**src/design/pagg_pkg.sv**
```systemverilog
`timescale 1ns / 1ps
// ----------------------------------------------------------------------------
// pagg_pkg: shared types and constants
// Sizes, status codes, controller states and the command/status bundles that
// join the preferential attachment controller to its datapath.
// ----------------------------------------------------------------------------
package pagg_pkg;

  localparam int MAX_VERTICES = 4096;
  localparam int MAX_EDGES    = 16;

  localparam int VTX_W   = $clog2(MAX_VERTICES);      // vertex index
  localparam int CNT_W   = VTX_W + 1;                 // vertex count
  localparam int LIST_W  = (MAX_EDGES > 1) ? $clog2(MAX_EDGES) : 1;
  localparam int EDGE_W  = $clog2(MAX_EDGES) + 1;     // edge count
  localparam int IDX_W   = (CNT_W > EDGE_W) ? CNT_W : EDGE_W;
  localparam int FLD_W   = 13;                        // width of the final and initial config fields
  localparam int CMP_W   = (CNT_W > FLD_W) ? CNT_W : FLD_W;
  localparam int DEG_W   = 13;
  localparam int DEG_MAX = (1 << DEG_W) - 1;
  localparam int CUM_W   = DEG_W + VTX_W + 1;
  localparam int TOT_W   = 32;
  localparam int RND_W   = 32;
  localparam int PROD_W  = RND_W + TOT_W;
  localparam int SEEDP_W = CNT_W + DEG_W;

  localparam int CFG_IDX_W  = 2;
  localparam int CFG_DATA_W = 13;
  localparam int EPV_W      = 5;

  localparam logic [CFG_IDX_W-1:0] CFG_FINAL   = 2'd0;
  localparam logic [CFG_IDX_W-1:0] CFG_INITIAL = 2'd1;
  localparam logic [CFG_IDX_W-1:0] CFG_EDGES   = 2'd2;

  localparam logic [FLD_W-1:0] RST_FINAL   = 13'd4096;
  localparam logic [FLD_W-1:0] RST_INITIAL = 13'd3;
  localparam logic [EPV_W-1:0] RST_EDGES   = 5'd2;

  typedef enum logic [1:0] {
    ST_EDGE   = 2'd0,
    ST_DUP    = 2'd1,
    ST_START  = 2'd2,
    ST_FINISH = 2'd3
  } status_t;

  typedef enum logic [3:0] {
    S_IDLE,
    S_SEED,
    S_MUL,
    S_WALK,
    S_CHECK,
    S_UPD_RD,
    S_UPD_WR,
    S_NEWV,
    S_EMIT
  } state_t;

  typedef struct packed {
    logic    cap_draw;
    logic    start_init;
    logic    seed_wr;
    logic    mul;
    logic    walk;
    logic    append;
    logic    upd_rd;
    logic    upd_wr;
    logic    new_wr;
    logic    load_out;
    status_t out_status;
    logic    out_vdone;
  } dp_cmd_t;

  typedef struct packed {
    logic running;
    logic seed_last;
    logic walk_hit;
    logic dup;
    logic edge_more;
    logic upd_last;
    logic out_free;
  } dp_stat_t;

endpackage

```
**src/design/pagg_ctrl.sv**
```systemverilog
`timescale 1ns / 1ps
// ----------------------------------------------------------------------------
// pagg_ctrl: sequencing controller
// Walks a start through seeding, and a draw through threshold multiply,
// degree walk, duplicate check and degree update if due, to result hand-off.
// ----------------------------------------------------------------------------
module pagg_ctrl (
  input  logic               clk,
  input  logic               rst_n,
  input  logic               in_valid,
  input  logic               in_action,
  output logic               in_ready,
  input  pagg_pkg::dp_stat_t stat,
  output pagg_pkg::dp_cmd_t  cmd
);

  pagg_pkg::state_t  state_r, state_nxt;
  pagg_pkg::status_t st_r, st_nxt;
  logic              vd_r, vd_nxt;

  always_ff @(posedge clk) begin
    if (!rst_n) begin
      state_r <= pagg_pkg::S_IDLE;
      st_r    <= pagg_pkg::ST_EDGE;
      vd_r    <= 1'b0;
    end else begin
      state_r <= state_nxt;
      st_r    <= st_nxt;
      vd_r    <= vd_nxt;
    end
  end

  always_comb begin
    state_nxt = state_r;
    st_nxt    = st_r;
    vd_nxt    = vd_r;
    unique case (state_r)
      pagg_pkg::S_IDLE: begin
        if (in_valid) begin
          priority if (!in_action) begin
            state_nxt = pagg_pkg::S_SEED;
          end else if (!stat.running) begin
            st_nxt    = pagg_pkg::ST_FINISH;
            vd_nxt    = 1'b0;
            state_nxt = pagg_pkg::S_EMIT;
          end else begin
            state_nxt = pagg_pkg::S_MUL;
          end
        end
      end
      pagg_pkg::S_SEED: begin
        if (stat.seed_last) begin
          st_nxt    = pagg_pkg::ST_START;
          vd_nxt    = 1'b0;
          state_nxt = pagg_pkg::S_EMIT;
        end
      end
      pagg_pkg::S_MUL: begin
        state_nxt = pagg_pkg::S_WALK;
      end
      pagg_pkg::S_WALK: begin
        if (stat.walk_hit) begin
          state_nxt = pagg_pkg::S_CHECK;
        end
      end
      pagg_pkg::S_CHECK: begin
        priority if (stat.dup) begin
          st_nxt    = pagg_pkg::ST_DUP;
          vd_nxt    = 1'b0;
          state_nxt = pagg_pkg::S_EMIT;
        end else if (stat.edge_more) begin
          st_nxt    = pagg_pkg::ST_EDGE;
          vd_nxt    = 1'b0;
          state_nxt = pagg_pkg::S_EMIT;
        end else begin
          state_nxt = pagg_pkg::S_UPD_RD;
        end
      end
      pagg_pkg::S_UPD_RD: begin
        state_nxt = pagg_pkg::S_UPD_WR;
      end
      pagg_pkg::S_UPD_WR: begin
        state_nxt = stat.upd_last ? pagg_pkg::S_NEWV : pagg_pkg::S_UPD_RD;
      end
      pagg_pkg::S_NEWV: begin
        st_nxt    = pagg_pkg::ST_EDGE;
        vd_nxt    = 1'b1;
        state_nxt = pagg_pkg::S_EMIT;
      end
      pagg_pkg::S_EMIT: begin
        if (stat.out_free) begin
          state_nxt = pagg_pkg::S_IDLE;
        end
      end
      default: begin
        state_nxt = pagg_pkg::S_IDLE;
      end
    endcase
  end

  always_comb begin
    cmd            = '0;
    cmd.out_status = st_r;
    cmd.out_vdone  = vd_r;
    in_ready       = 1'b0;
    unique case (state_r)
      pagg_pkg::S_IDLE: begin
        in_ready       = 1'b1;
        cmd.start_init = in_valid & ~in_action;
        cmd.cap_draw   = in_valid & in_action;
      end
      pagg_pkg::S_SEED:   cmd.seed_wr  = 1'b1;
      pagg_pkg::S_MUL:    cmd.mul      = 1'b1;
      pagg_pkg::S_WALK:   cmd.walk     = 1'b1;
      pagg_pkg::S_CHECK:  cmd.append   = ~stat.dup;
      pagg_pkg::S_UPD_RD: cmd.upd_rd   = 1'b1;
      pagg_pkg::S_UPD_WR: cmd.upd_wr   = 1'b1;
      pagg_pkg::S_NEWV:   cmd.new_wr   = 1'b1;
      pagg_pkg::S_EMIT:   cmd.load_out = stat.out_free;
      default: begin
        cmd = '0;
      end
    endcase
  end

endmodule

```
**config.mk**
```make
export PLATFORM = sky130hd
export DESIGN_NAME = pagg_ctrl
export DESIGN_NICKNAME = d
export VERILOG_FILES = /design/src/design/pagg_pkg.sv /design/src/design/pagg_ctrl.sv
export SDC_FILE = /design/constraint.sdc
export NUM_CORES = 1
export LEC_CHECK = 0
export BUFFER_PORTS_ARGS = -buffer_cell sky130_fd_sc_hd__buf_2
export CORE_MARGIN = 3
export CORE_UTILIZATION = 25
export DETAILED_ROUTE_END_ITERATION = 7
export GPL_ROUTABILITY_DRIVEN = 0
export SLEW_MARGIN = 20
export SYNTH_ARGS = -nofsm -noshare
export SYNTH_HDL_FRONTEND = slang
export SYNTH_SLANG_ARGS = --single-unit
```
**constraint.sdc**
```tcl
create_clock -name clk -period 4.4 [get_ports clk]
set_input_delay 0.88 -clock clk [delete_from_list [all_inputs] [get_ports clk]]
set_output_delay 0.88 -clock clk [all_outputs]
set_load 0.01 [all_outputs]
```
==> results_dict.tcl <==
set metrics [dict create \
    hold_viol 0 \
    crit_type "register to output pin" \
    ys.flop_type "dfxtp_1" \
    postCtsSetupRepairBufs 0 \
    drive_gt1_share_pct 35.1 \
    ios 25 \
    dieHeight_um 54.2 \
    drtIter0Drc 4 \
    outcome "finished, final reports clean" \
    core_um2 2080 \
    clock_sinks 7 \
    grt_pass1_wl_um 2390 \
    drt.antenna.violating_nets 0 \
    totalNegativeSetupSlack_ns 0 \
    critPathRequiredTime_ns 3.52 \
    yosys-mux-area-fraction_pct 1.72 \
    peakVddDrop_mv 0.200 \
    synth_cell_types 33 \
    rsz0062_at_grt "no" \
    remaining_drc_errors 0 \
    io_buffer_count 24 \
    cts_root_buf "clkbuf_4" \
    drt_wl_total_um 1470 \
    hpwlAfterDp_um 1160 \
    slew_violations 0 \
    p_per_area_nw_per_um2 354 \
    async_flop_share_pct 0 \
    p_leak_uw 0.000314 \
    final_nets 109 \
    max_cap_viol_count 0 \
    yosysSeqAreaShare_pct 24.1 \
    wl_per_cell_um 11.9 \
    ys.warnings.count 0 \
    synth-seq-cells 7 \
    layout_worst_path_cycle_share_pct 55.6 \
    clock_skew_ns 0.00559 \
    num_rows 16 \
    grt_max_degree 15 \
    postCtsHoldBufs 0 \
    synth_area_um2 582 \
    slew_headroom_pct 65.9 \
    vias 599 \
    detail_route.first_pass.iterations 2 \
    synth_top_area_share_pct 24.1 \
    fmax_mhz 409 \
    tightest_slew_ns 0.510 \
    overflow 0 \
    synth_cells 74 \
    crit_fanout 8 \
    clk_pin_slew_ns 0.05 \
    synth-simple-area-share_pct 42.8 \
    post-route-util_pct 34.8 \
    grt_pass1_vias 565 \
    cts_tree "done" \
    synthXorXnorAreaFrac_pct 1.51 \
    floorplan.die.width_um 54.2 \
    synth_compound_area_share_pct 22.2 \
    synth.top_cells.by_area "dfxtp_1 24%, nor3_1 6.9%, nor2_1 5.2%, nand2_1 4.5%, and2_1 4.3%" \
    startpoint_type "register" \
    hold_class "register to register" \
    crit_arrival_ns 1.56 \
    synth_fp_nets 85 \
    n_antenna_cell 0 \
    syn_area_per_cell_um2 7.86 \
    synth_top_area_cell "dfxtp_1" \
    clkLatencyLatePin_ns 0.25 \
    grt_util_all_layers_pct 11.0 \
    period_minus_slack_ns 2.44 \
    cts.htree.levels 1 \
    setup_viol 0 \
    synthAdderAreaFrac_pct 0 \
    drt-vias-per-instance 4.83 \
    clk_path_buf_depth 2 \
    antenna_found_initial 0 \
    end_kind "output pin" \
    synth_top_family_by_area "simple AND/OR/NAND/NOR gates" \
    area_delta_synth_final_pct 24.5 \
    numCtsBuffers 3 \
    die_area_um2 2940 \
    cts_resized 0 \
    start_util_pct 27.9 \
    synth_edf_count 0 \
]
[stage by stage]
| step | power, uW | cell area [um2] | instances | setup WS [ns] | hold slack, ns |
|---|---|---|---|---|---|
| 2_1_floorplan | 174 | 582 | 74 | 2.28 | 0.441 |
| 3_3_place_gp | 199 | 698 | 120 | 2.18 | 0.471 |
| 3_5_place_dp | 200 | 698 | 120 | 2.15 | 0.464 |
| 4_1_cts | 261 | 724 | 124 | 1.93 | 0.486 |
| 5_1_grt | 278 | 724 | 124 | 1.83 | 0.525 |
| 6_report | 257 | 724 | 124 | 1.96 | 0.481 |
[kinds of logic after synthesis]
logic type	after synthesis
mux	1
flops	7
buf+inv	7
xor+xnor	1
compound gates	16
simple gates	42
[final timing paths]
kind	startpoint	endpoint	slack, ns	cells after the start
setup reg to reg	state_r[2]	vd_r	2.60	5
hold / removal	vd_r	vd_r	0.48	1
hold reg to reg	vd_r	vd_r	0.48	1
setup / recovery	state_r[1]	cmd[2]	1.96	4
[critical path, cell delays in order (launching register included)]
cell and delay (ns):
dfxtp_1 0.52, or2_1 0.31, o21ai_0 0.15, and2_1 0.20, buf_2 0.13
[where the power goes]
group / internal, uW / leakage, uW / switching, uW
combinational: 50.4 / 0.000242 / 60.6
sequential: 72.0 / 0.0000571 / 15.7
clock: 34.6 / 0.0000150 / 23.4
[cells in the mapped netlist, types with 2 or more instances]
cell	n
nor2_1	8
nor3_1	8
dfxtp_1	7
nand2_1	7
a21oi_1	4
and2_1	4
nand2b_1	4
and3_1	2
buf_6	2
clkbuf_1	2
inv_1	2
nor2b_1	2
o21ai_0	2
[layer usage]
metal | track usage, % | routed length, um | part of all wire [%] | vias up
li1 | - | - | - | 306
met1 | 14.0 | 696 | 47 | 268
met2 | 16.7 | 646 | 44 | 23
met3 | 4.63 | 115 | 7.8 | 2
met4 | 2.90 | 14 | 0.95 | 0
met5 | 0 | 0 | 0 | -
[sequential cells by signal, indices dropped and copies added, names as in the netlist]
| name | flops |
|---|---|
| state_r | 4 |
| st_r | 2 |
| vd_r | 1 |
[cells in the final DEF, fill, tap and decap left out]
cell       instances
o2111a_1           1
o2bb2ai_2          1
or3_1              1
nor4_4             1
nor2_1             8
nand4b_4           1
or2_1              1
o22ai_1            1
inv_1              2
nor3_1             8
nand2_1            7
a31oi_1            1
o31ai_1            1
a21oi_1            4
a311oi_2           1
a211oi_1           1
buf_2             24
and3_1             2
a31o_1             1
nor2b_1            2
o211ai_2           1
o21ai_0            2
dfxtp_1            7
a21oi_2            1
and2_1             4
xnor2_1            1
nand2_2            1
clkbuf_4           3
and3b_1            1
nand2b_1           4
mux2i_1            1
clkbuf_1           1
nand3_1            1
[final cells by class]
class                   instances  area (um2)
flip-flops and latches          7         140
fillers                       241        1360
repair buffers                 24         120
clock buffers                   4        26.3
well taps                      27        33.8
multi-input cells              60         397
inverters                       2        7.51
Note: power is estimated with default switching activity, not from simulation.
